### src/rtl/core/rrts_pkg.sv
package rrts_pkg;

  localparam logic [15:0] QUANTUM_RESET = 16'd10;

  // operation codes of an input item
  localparam logic OP_ADD = 1'b0;
  localparam logic OP_RUN = 1'b1;

  // result status codes
  localparam logic [1:0] ST_ADDED = 2'd0;
  localparam logic [1:0] ST_FULL  = 2'd1;
  localparam logic [1:0] ST_RUN   = 2'd2;
  localparam logic [1:0] ST_EMPTY = 2'd3;

  // configuration port
  localparam int          PADDR_W     = 3;
  localparam logic        CFG_QUANTUM = 1'b0;

  // command queue between front and back
  localparam int CMD_DEPTH = 2;
  localparam int CMD_AW    = $clog2(CMD_DEPTH);

  typedef struct packed {
    logic        action;
    logic [7:0]  task_id;
    logic [15:0] burst;
  } in_item_t;

  typedef struct packed {
    logic [1:0]  status;
    logic [7:0]  slice_task;
    logic [15:0] slice_length;
    logic [31:0] slice_start;
    logic        task_finished;
    logic [31:0] turnaround_sum;
    logic [31:0] response_sum;
    logic [31:0] wait_sum;
    logic [7:0]  task_count;
  } out_item_t;

  typedef struct packed {
    logic        op;
    logic [7:0]  task_id;
    logic [15:0] burst;
  } cmd_t;

endpackage

### src/rtl/core/rrts_front.sv
module rrts_front (
  input  logic                             clk,
  input  logic                             rst_n,
  input  logic                             start,
  output logic                             busy,
  input  rrts_pkg::in_item_t               in_item,
  input  logic                             psel,
  input  logic                             penable,
  input  logic                             pwrite,
  input  logic [rrts_pkg::PADDR_W-1:0]     paddr,
  input  logic [31:0]                      pwdata,
  output logic [31:0]                      prdata,
  output logic                             pready,
  output logic [15:0]                      quantum_eff,
  output rrts_pkg::cmd_t                   cmd,
  output logic                             cmd_valid,
  input  logic                             cmd_pop
);
  import rrts_pkg::*;

  cmd_t                 fifo_r [CMD_DEPTH];
  logic [CMD_AW-1:0]    wr_ptr_r, wr_ptr_nxt;
  logic [CMD_AW-1:0]    rd_ptr_r, rd_ptr_nxt;
  logic [CMD_AW:0]      cnt_r, cnt_nxt;
  logic [15:0]          quantum_r, quantum_nxt;
  logic                 push;
  logic                 pop;
  logic                 cfg_wr;
  cmd_t                 cmd_in;

  assign busy      = (cnt_r == (CMD_AW+1)'(CMD_DEPTH));
  assign push      = start && !busy;
  assign cmd_valid = (cnt_r != '0);
  assign pop       = cmd_pop && cmd_valid;
  assign cmd       = fifo_r[rd_ptr_r];

  // classify the incoming beat into a command
  always_comb begin
    cmd_in.op      = in_item.action ? OP_RUN : OP_ADD;
    cmd_in.task_id = in_item.task_id;
    cmd_in.burst   = in_item.burst;
  end

  assign pready = 1'b1;
  assign cfg_wr = psel && penable && pwrite && pready && (paddr[2] == CFG_QUANTUM);
  assign prdata = (paddr[2] == CFG_QUANTUM) ? {16'd0, quantum_r} : 32'd0;
  // a zero quantum runs as one time unit
  assign quantum_eff = (quantum_r == 16'd0) ? 16'd1 : quantum_r;

  always_comb begin
    wr_ptr_nxt  = push ? wr_ptr_r + 1'b1 : wr_ptr_r;
    rd_ptr_nxt  = pop ? rd_ptr_r + 1'b1 : rd_ptr_r;
    cnt_nxt     = cnt_r + (CMD_AW+1)'(push) - (CMD_AW+1)'(pop);
    quantum_nxt = cfg_wr ? pwdata[15:0] : quantum_r;
  end

  always_ff @(posedge clk) begin
    if (!rst_n) begin
      wr_ptr_r  <= '0;
      rd_ptr_r  <= '0;
      cnt_r     <= '0;
      quantum_r <= QUANTUM_RESET;
    end else begin
      wr_ptr_r  <= wr_ptr_nxt;
      rd_ptr_r  <= rd_ptr_nxt;
      cnt_r     <= cnt_nxt;
      quantum_r <= quantum_nxt;
    end
  end

  always_ff @(posedge clk) begin
    if (push) begin
      fifo_r[wr_ptr_r] <= cmd_in;
    end
  end

endmodule

### src/rtl/core/rrts_back.sv
module rrts_back #(
  parameter int QUEUE_DEPTH = 64
) (
  input  logic                  clk,
  input  logic                  rst_n,
  input  logic [15:0]           quantum_eff,
  input  rrts_pkg::cmd_t        cmd,
  input  logic                  cmd_valid,
  output logic                  cmd_pop,
  output logic                  out_valid,
  output rrts_pkg::out_item_t   out_item
);
  import rrts_pkg::*;

  localparam int AW = (QUEUE_DEPTH > 1) ? $clog2(QUEUE_DEPTH) : 1;
  localparam int CW = $clog2(QUEUE_DEPTH + 1);

  localparam logic [1:0] S_IDLE = 2'd0;
  localparam logic [1:0] S_EXEC = 2'd1;
  localparam logic [1:0] S_ACC  = 2'd2;
  localparam logic [1:0] S_EMIT = 2'd3;

  typedef struct packed {
    logic [7:0]  task_id;
    logic [15:0] remaining;
    logic [15:0] original;
    logic        started;
  } entry_t;

  function automatic logic [31:0] sat_add(logic [31:0] a, logic [31:0] b);
    logic [32:0] s;
    s = {1'b0, a} + {1'b0, b};
    return s[32] ? 32'hFFFF_FFFF : s[31:0];
  endfunction

  function automatic logic [AW-1:0] ptr_inc(logic [AW-1:0] p);
    return (p == AW'(QUEUE_DEPTH - 1)) ? '0 : p + 1'b1;
  endfunction

  entry_t          mem [QUEUE_DEPTH];
  entry_t          rd_data_r;
  logic            mem_we;
  logic [AW-1:0]   mem_waddr;
  entry_t          mem_wdata;
  logic            mem_re;

  logic [1:0]      state_r, state_nxt;
  logic [AW-1:0]   head_r, head_nxt;
  logic [AW-1:0]   tail_r, tail_nxt;
  logic [CW-1:0]   cnt_r, cnt_nxt;
  logic [31:0]     clock_r, clock_nxt;
  logic [31:0]     turn_r, turn_nxt;
  logic [31:0]     resp_r, resp_nxt;
  logic [31:0]     fburst_r, fburst_nxt;
  logic [7:0]      acc_r, acc_nxt;
  logic            out_valid_r, out_valid_nxt;

  // slice bookkeeping carried from exec to emit
  logic [7:0]      sl_task_r, sl_task_nxt;
  logic [15:0]     sl_len_r, sl_len_nxt;
  logic [31:0]     sl_start_r, sl_start_nxt;
  logic            sl_fin_r, sl_fin_nxt;
  logic [15:0]     sl_orig_r, sl_orig_nxt;
  out_item_t       out_r, out_nxt;

  logic            full;
  logic            empty;
  logic [15:0]     len;
  logic [15:0]     rem_left;
  logic [31:0]     wait_val;

  assign full      = (cnt_r == CW'(QUEUE_DEPTH));
  assign empty     = (cnt_r == '0);
  assign cmd_pop   = (state_r == S_IDLE) && cmd_valid;
  assign len       = (rd_data_r.remaining < quantum_eff) ? rd_data_r.remaining : quantum_eff;
  assign rem_left  = rd_data_r.remaining - len;
  assign wait_val  = (turn_r >= fburst_r) ? turn_r - fburst_r : 32'd0;
  assign out_valid = out_valid_r;
  assign out_item  = out_r;

  always_comb begin
    state_nxt     = state_r;
    head_nxt      = head_r;
    tail_nxt      = tail_r;
    cnt_nxt       = cnt_r;
    clock_nxt     = clock_r;
    turn_nxt      = turn_r;
    resp_nxt      = resp_r;
    fburst_nxt    = fburst_r;
    acc_nxt       = acc_r;
    out_valid_nxt = 1'b0;
    sl_task_nxt   = sl_task_r;
    sl_len_nxt    = sl_len_r;
    sl_start_nxt  = sl_start_r;
    sl_fin_nxt    = sl_fin_r;
    sl_orig_nxt   = sl_orig_r;
    mem_we        = 1'b0;
    mem_waddr     = tail_r;
    mem_wdata     = '0;
    mem_re        = 1'b0;

    out_nxt                = out_r;
    out_nxt.slice_task     = 8'd0;
    out_nxt.slice_length   = 16'd0;
    out_nxt.slice_start    = 32'd0;
    out_nxt.task_finished  = 1'b0;
    out_nxt.turnaround_sum = turn_r;
    out_nxt.response_sum   = resp_r;
    out_nxt.wait_sum       = wait_val;
    out_nxt.task_count     = acc_r;

    case (state_r)
      S_IDLE: begin
        if (cmd_valid) begin
          if (cmd.op == OP_ADD) begin
            out_valid_nxt = 1'b1;
            if (full) begin
              out_nxt.status = ST_FULL;
            end else begin
              mem_we            = 1'b1;
              mem_wdata.task_id   = cmd.task_id;
              mem_wdata.remaining = cmd.burst;
              mem_wdata.original  = cmd.burst;
              mem_wdata.started   = 1'b0;
              tail_nxt          = ptr_inc(tail_r);
              cnt_nxt           = cnt_r + 1'b1;
              acc_nxt           = (acc_r == 8'hFF) ? acc_r : acc_r + 8'd1;
              out_nxt.status     = ST_ADDED;
              out_nxt.task_count = acc_nxt;
            end
          end else if (empty) begin
            out_valid_nxt  = 1'b1;
            out_nxt.status = ST_EMPTY;
          end else begin
            mem_re    = 1'b1;
            head_nxt  = ptr_inc(head_r);
            cnt_nxt   = cnt_r - 1'b1;
            state_nxt = S_EXEC;
          end
        end
      end
      S_EXEC: begin
        sl_task_nxt  = rd_data_r.task_id;
        sl_len_nxt   = len;
        sl_start_nxt = clock_r;
        sl_orig_nxt  = rd_data_r.original;
        sl_fin_nxt   = (rem_left == 16'd0);
        clock_nxt    = sat_add(clock_r, {16'd0, len});
        if (!rd_data_r.started) begin
          resp_nxt = sat_add(resp_r, clock_r);
        end
        // work left goes back to the tail
        if (rem_left != 16'd0) begin
          mem_we              = 1'b1;
          mem_wdata.task_id   = rd_data_r.task_id;
          mem_wdata.remaining = rem_left;
          mem_wdata.original  = rd_data_r.original;
          mem_wdata.started   = 1'b1;
          tail_nxt            = ptr_inc(tail_r);
          cnt_nxt             = cnt_r + 1'b1;
        end
        state_nxt = S_ACC;
      end
      S_ACC: begin
        if (sl_fin_r) begin
          turn_nxt   = sat_add(turn_r, clock_r);
          fburst_nxt = sat_add(fburst_r, {16'd0, sl_orig_r});
        end
        state_nxt = S_EMIT;
      end
      S_EMIT: begin
        out_valid_nxt         = 1'b1;
        out_nxt.status        = ST_RUN;
        out_nxt.slice_task    = sl_task_r;
        out_nxt.slice_length  = sl_len_r;
        out_nxt.slice_start   = sl_start_r;
        out_nxt.task_finished = sl_fin_r;
        state_nxt             = S_IDLE;
      end
      default: begin
        state_nxt = S_IDLE;
      end
    endcase
  end

  always_ff @(posedge clk) begin
    if (!rst_n) begin
      state_r     <= S_IDLE;
      head_r      <= '0;
      tail_r      <= '0;
      cnt_r       <= '0;
      clock_r     <= '0;
      turn_r      <= '0;
      resp_r      <= '0;
      fburst_r    <= '0;
      acc_r       <= '0;
      out_valid_r <= 1'b0;
    end else begin
      state_r     <= state_nxt;
      head_r      <= head_nxt;
      tail_r      <= tail_nxt;
      cnt_r       <= cnt_nxt;
      clock_r     <= clock_nxt;
      turn_r      <= turn_nxt;
      resp_r      <= resp_nxt;
      fburst_r    <= fburst_nxt;
      acc_r       <= acc_nxt;
      out_valid_r <= out_valid_nxt;
    end
  end

  always_ff @(posedge clk) begin
    sl_task_r  <= sl_task_nxt;
    sl_len_r   <= sl_len_nxt;
    sl_start_r <= sl_start_nxt;
    sl_fin_r   <= sl_fin_nxt;
    sl_orig_r  <= sl_orig_nxt;
    out_r      <= out_nxt;
  end

  // ready queue storage, registered read
  always_ff @(posedge clk) begin
    if (mem_we) begin
      mem[mem_waddr] <= mem_wdata;
    end
    if (mem_re) begin
      rd_data_r <= mem[head_r];
    end
  end

endmodule

### src/rtl/core/round_robin_task_scheduler.sv
// channel   ports                                   handshake
// input     start, busy, in_item                    beat taken when start && !busy
// result    out_valid, out_item                     one-cycle strobe, cannot be held off
// config    psel, penable, pwrite, paddr, pwdata,   write on access phase, pready high
//           prdata, pready
//
// a beat lands in a two-entry command queue; the back end drains it one command at a time
// add, reject and empty commands are handled in the idle state; a run slice steps through
// queue memory read, slice update and write-back, total update and result, in that order
// every result is registered: an add, reject or empty result from the idle state,
// a run result from the result step after the total update
// busy rises only while the command queue is full
// rst_n is synchronous; the ready queue contents stay undefined until written
module round_robin_task_scheduler #(
  parameter int QUEUE_DEPTH = 64
) (
  input  logic                             clk,
  input  logic                             rst_n,
  input  logic                             start,
  output logic                             busy,
  input  rrts_pkg::in_item_t               in_item,
  output logic                             out_valid,
  output rrts_pkg::out_item_t              out_item,
  input  logic                             psel,
  input  logic                             penable,
  input  logic                             pwrite,
  input  logic [rrts_pkg::PADDR_W-1:0]     paddr,
  input  logic [31:0]                      pwdata,
  output logic [31:0]                      prdata,
  output logic                             pready
);
  import rrts_pkg::*;

  cmd_t        cmd;
  logic        cmd_valid;
  logic        cmd_pop;
  logic [15:0] quantum_eff;

  rrts_front u_front (
    .clk         (clk),
    .rst_n       (rst_n),
    .start       (start),
    .busy        (busy),
    .in_item     (in_item),
    .psel        (psel),
    .penable     (penable),
    .pwrite      (pwrite),
    .paddr       (paddr),
    .pwdata      (pwdata),
    .prdata      (prdata),
    .pready      (pready),
    .quantum_eff (quantum_eff),
    .cmd         (cmd),
    .cmd_valid   (cmd_valid),
    .cmd_pop     (cmd_pop)
  );

  rrts_back #(
    .QUEUE_DEPTH (QUEUE_DEPTH)
  ) u_back (
    .clk         (clk),
    .rst_n       (rst_n),
    .quantum_eff (quantum_eff),
    .cmd         (cmd),
    .cmd_valid   (cmd_valid),
    .cmd_pop     (cmd_pop),
    .out_valid   (out_valid),
    .out_item    (out_item)
  );

endmodule

### config.mk
export PLATFORM = sky130hd
export DESIGN_NAME = round_robin_task_scheduler
export DESIGN_NICKNAME = d
export VERILOG_FILES = /design/src/rtl/core/rrts_pkg.sv /design/src/rtl/core/rrts_front.sv /design/src/rtl/core/rrts_back.sv /design/src/rtl/core/round_robin_task_scheduler.sv
export SDC_FILE = /design/constraint.sdc
export NUM_CORES = 2
export LEC_CHECK = 0
export ABC_AREA = 1
export BUFFER_PORTS_ARGS = -buffer_cell sky130_fd_sc_hd__buf_2
export CAP_MARGIN = 20
export CORE_MARGIN = 1.5
export CORE_UTILIZATION = 45
export DETAILED_ROUTE_END_ITERATION = 8
export SLEW_MARGIN = 10
export SYNTH_ARGS = -nofsm -noshare
export SYNTH_HDL_FRONTEND = slang
export SYNTH_SLANG_ARGS = --single-unit
export TNS_END_PERCENT = 10
### constraint.sdc
create_clock -name clk -period 8 [get_ports clk]
set_input_delay 0.4 -clock clk [delete_from_list [all_inputs] [get_ports clk]]
set_output_delay 0.4 -clock clk [all_outputs]
set_load 0.01 [all_outputs]
==> summary.txt <==
CTS
  – Clk pin slew, worst setup/hold paths: 0.05 ns
  – CTS buffer count: 324
  – CTS sink count: 3130
  – Root cell of the clock tree: clkbuf_16
  – Post-CTS sizing: 0
  – CTS max path bufs: 4
  – H-tree Lvls: 5
  – Setup bufs post-CTS: 0
  – CTS tree: done
  – Clock Latency Late Sink: 0.89 ns
  – Hold Buf Count CTS: 40

Synth
  – XOR/XNOR Fraction of Synth Area: 0.864%
  – Share of synthesized registers carrying an async set or reset: 0%
  – Synth Register Bits: 3130
  – Mux contribution to synthesized area: 0.0635%
  – Combinational family with the most area after synthesis: compound AO/OA/AOI/OAI gates
  – Avg Cell Area, Syn: 12.3 sq um
  – Mapped Area: 126000 sq um
  – Synth Area in Compound Gates: 12.9%
  – Unique masters post-synth: 63
  – Register area share after synthesis: 71.8%
  – Number of enable flip-flop cells after synthesis: 2790
  – Yosys warning count: 0
  – Synth Area in Simple Gates: 9.48%
  – Synth Instances: 10.3k
  – Ranking of synthesized cells by area: edfxtp_1 (66%), o21ai_0 (5.9%), dfxtp_1 (5.4%)
  – Cell accounting for the most synthesized area: edfxtp_1
  – Synth Area in Adders: 1.55%
  – Ys flop type: edfxtp_1
  – Yosys top cell area share: 66.4%

Floorplanning
  – Die area: 284000 sq um
  – Num rows: 194
  – Starting Density: 45.2%
  – CORE AREA: 279000 sq um
  – Die width: 533 um
  – Die Ht: 533 um
  – I/O pin total: 264

Place
  – Worst Setup Slack post-DPL: 0.894 ns
  – Global placement routability congestion: 0.916
  – Input/output buffers: 228
  – Detailed placer's ending HPWL: 219000 um

Setup path
  – Critical path type: register to register
  – Crit path top cell by count: inv_1
  – Delay-heaviest family, CP: simple AND/OR/NAND/NOR gates
  – Worst Path Buf+Inv: 8
  – Worst Path Required: 8.50 ns
  – Crit path DAT: 7.61 ns
  – Max incr delay on CP: 0.83 ns
  – Crit start category: register
  – Slowest-stage cell, CP: nor2_4
  – Crit-path max FO: 28
  – CP Capture Type: register

Drt
  – Overall routed net length: 364000 um
  – Vias per std cell: 5.85
  – Antenna-violating nets left: 0
  – Via count: 84.4k
  – # DRC: 0
  – Drt pass-1 iters: 6
  – DR iter-0 viols: 9462
  – Drt wl/cell: 25.2 um

GRT
  – Largest net degree at the start of global routing: 187
  – Initial antenna violation count: 28
  – First-pass GRT wire length: 533000 um
  – Vias in the first global route: 80.7k
  – Aggregate global routing overflow: 0
  – Overall routing resource usage: 24.9%

STA
  – RSZ-0062 raised after global routing: no
  – Final setup fails: 0
  – Slew Limit Headroom: 22.8%
  – Worst slew pin tran: 1.15 ns
  – Worst Setup Slack, final: 0.897 ns
  – Setup Total Neg Slack: 0 ns
  – Final hold vios: 0
  – Tmin final: 7.10 ns
  – Setup Skew: 0.0751 ns
  – F_max: 141 MHz
  – Max-slew violations: 0
  – Hold slack: 0.0661 ns
  – Fin crit share: 88.8%

Worst hold path
  – Min-Delay Path Class: primary input to register

Power
  – Worst vdd ir: 0.000241 V
  – Tot Pwr: 0.0505 W
  – P_leak: 49.8 nW
  – Pwr dens: 353 nW/um^2

Final layout
  – Final net count: 10.7k
  – Fill cells: 23.7k
  – Layout cell share with drive strength beyond 1: 10.3%
  – Area Growth Syn to Fin: 13.4%

Run status
  – Status: complete, no violations

Job
  – Max Cap Violations: 0
==> worst min-delay path, delay by kind of cell <==
kind | cells | cell delay [ns]
compound gates | 2 | 0.35
buf+inv | 1 | 0.08
==> where the power goes <==
| part | total (W) | internal (W) | leakage [nW] | switching (W) |
|---|---|---|---|---|
| clock network | 0.0149 | 0.00861 | 5.07 | 0.00626 |
| logic | 0.0144 | 0.00362 | 16.3 | 0.0107 |
| registers | 0.0212 | 0.0207 | 28.4 | 0.000580 |
==> final timing paths <==
kind	from	endpoint	slack, ns	depth (start not counted)
setup reg to reg	u_front.quantum_r[9]	u_back.mem[51][14]	0.90	30
setup / recovery	u_front.quantum_r[9]	u_back.mem[51][14]	0.90	30
hold reg to reg	u_back.resp_r[8]	u_back.out_item[48]	0.38	0
hold / removal	pwdata[8]	u_front.quantum_r[8]	0.07	3
==> cell type report <==
cell class | instances | area, sq um | share of cell area (%)
Antenna cell | 9 | 22.5 | 0.0157
Clock buffer | 401 | 8700 | 6.08
Clock inverter | 182 | 1670 | 1.16
Inverter | 442 | 1690 | 1.18
Multi-Input combinational cell | 6064 | 32300 | 22.6
Sequential cell | 3130 | 90600 | 63.3
Tap cell | 3724 | 4660 | 3.26
Timing Repair Buffer | 468 | 3480 | 2.43
==> cell usage in the layout (no fill, tap or decap), drive strengths merged, types with 17 or more instances in the layout <==
master and n:
edfxtp 2790, nor2 1615, o21ai 1522, nand2 914
inv 451, buf 428, o22ai 408, clkbuf 401
dfxtp 340, a21oi 328, nand3 286, o221ai 271
ha 150, clkinv 132, o211ai 95, a31oi 76
xor2 71, nand4 71, xnor2 50, nor3 49
dlygate4sd3 40, bufinv 27, a221o 22, a221oi 17
conb 17
==> metrics by stage <==
step	utilization (%)	instance area [sq um]	cells
6_report	51.3	143000	14400
5_1_grt	51.3	143000	14400
4_1_cts	51.3	143000	14400
3_5_place_dp	47.4	132000	13800
3_3_place_gp	47.4	132000	13800
2_1_floorplan	-	126000	10300
==> synthesized netlist by cell type, types with 68 or more instances <==
| cell | number |
|---|---|
| o221ai_1 | 271 |
| nor2_1 | 1609 |
| dfxtp_1 | 340 |
| clkbuf_1 | 574 |
| edfxtp_1 | 2790 |
| o22ai_1 | 408 |
| nand3_1 | 279 |
| a21oi_1 | 318 |
| inv_1 | 426 |
| nand2_1 | 897 |
| nand4_1 | 68 |
| o21ai_0 | 1492 |
| ha_1 | 150 |
| a31oi_1 | 74 |
| xor2_1 | 71 |
| o211ai_1 | 95 |
==> layer usage <==
metal | up-vias | GRT usage (%) | part of all wire (%)
li1 | 38000 | - | -
met2 | 3676 | 38.8 | 45
met5 | - | 0 | 0.023
met3 | 620 | 4.82 | 8.8
met1 | 42000 | 35.1 | 42
met4 | 14 | 8.34 | 3.3
==> registers in the layout, summed over array words and instances, names as in the netlist, named ones only <==
signal / flops
u_back.sl_start_r: 32
u_back.acc_r: 8
u_back.sl_orig_r: 16
u_front.quantum_r: 16
u_front.rd_ptr_r: 1
u_back.cnt_r: 7
u_back.turn_r: 32
u_back.out_valid: 1
u_back.fburst_r: 32
u_back.mem_waddr: 6
u_back.clock_r: 32
u_front.cnt_r: 2
u_front.fifo_r: 50
u_front.wr_ptr_r: 1
u_back.head_r: 6
u_back.sl_task_r: 8
u_back.state_r: 2
u_back.sl_fin_r: 1
u_back.mem: 2624
u_back.out_item: 163
u_back.rd_data_r: 41
u_back.resp_r: 32
u_back.sl_len_r: 16
==> cells by family after synthesis <==
group	after synthesis
AOI/OAI and AO/OA	2797
xor gates and xnor gates	121
adders and majority gates	154
buffers and inverters	1077
DFF	3130
muxes	8
other	2
and+or+nand+nor	2967
Power figures use the tool's default switching activity.
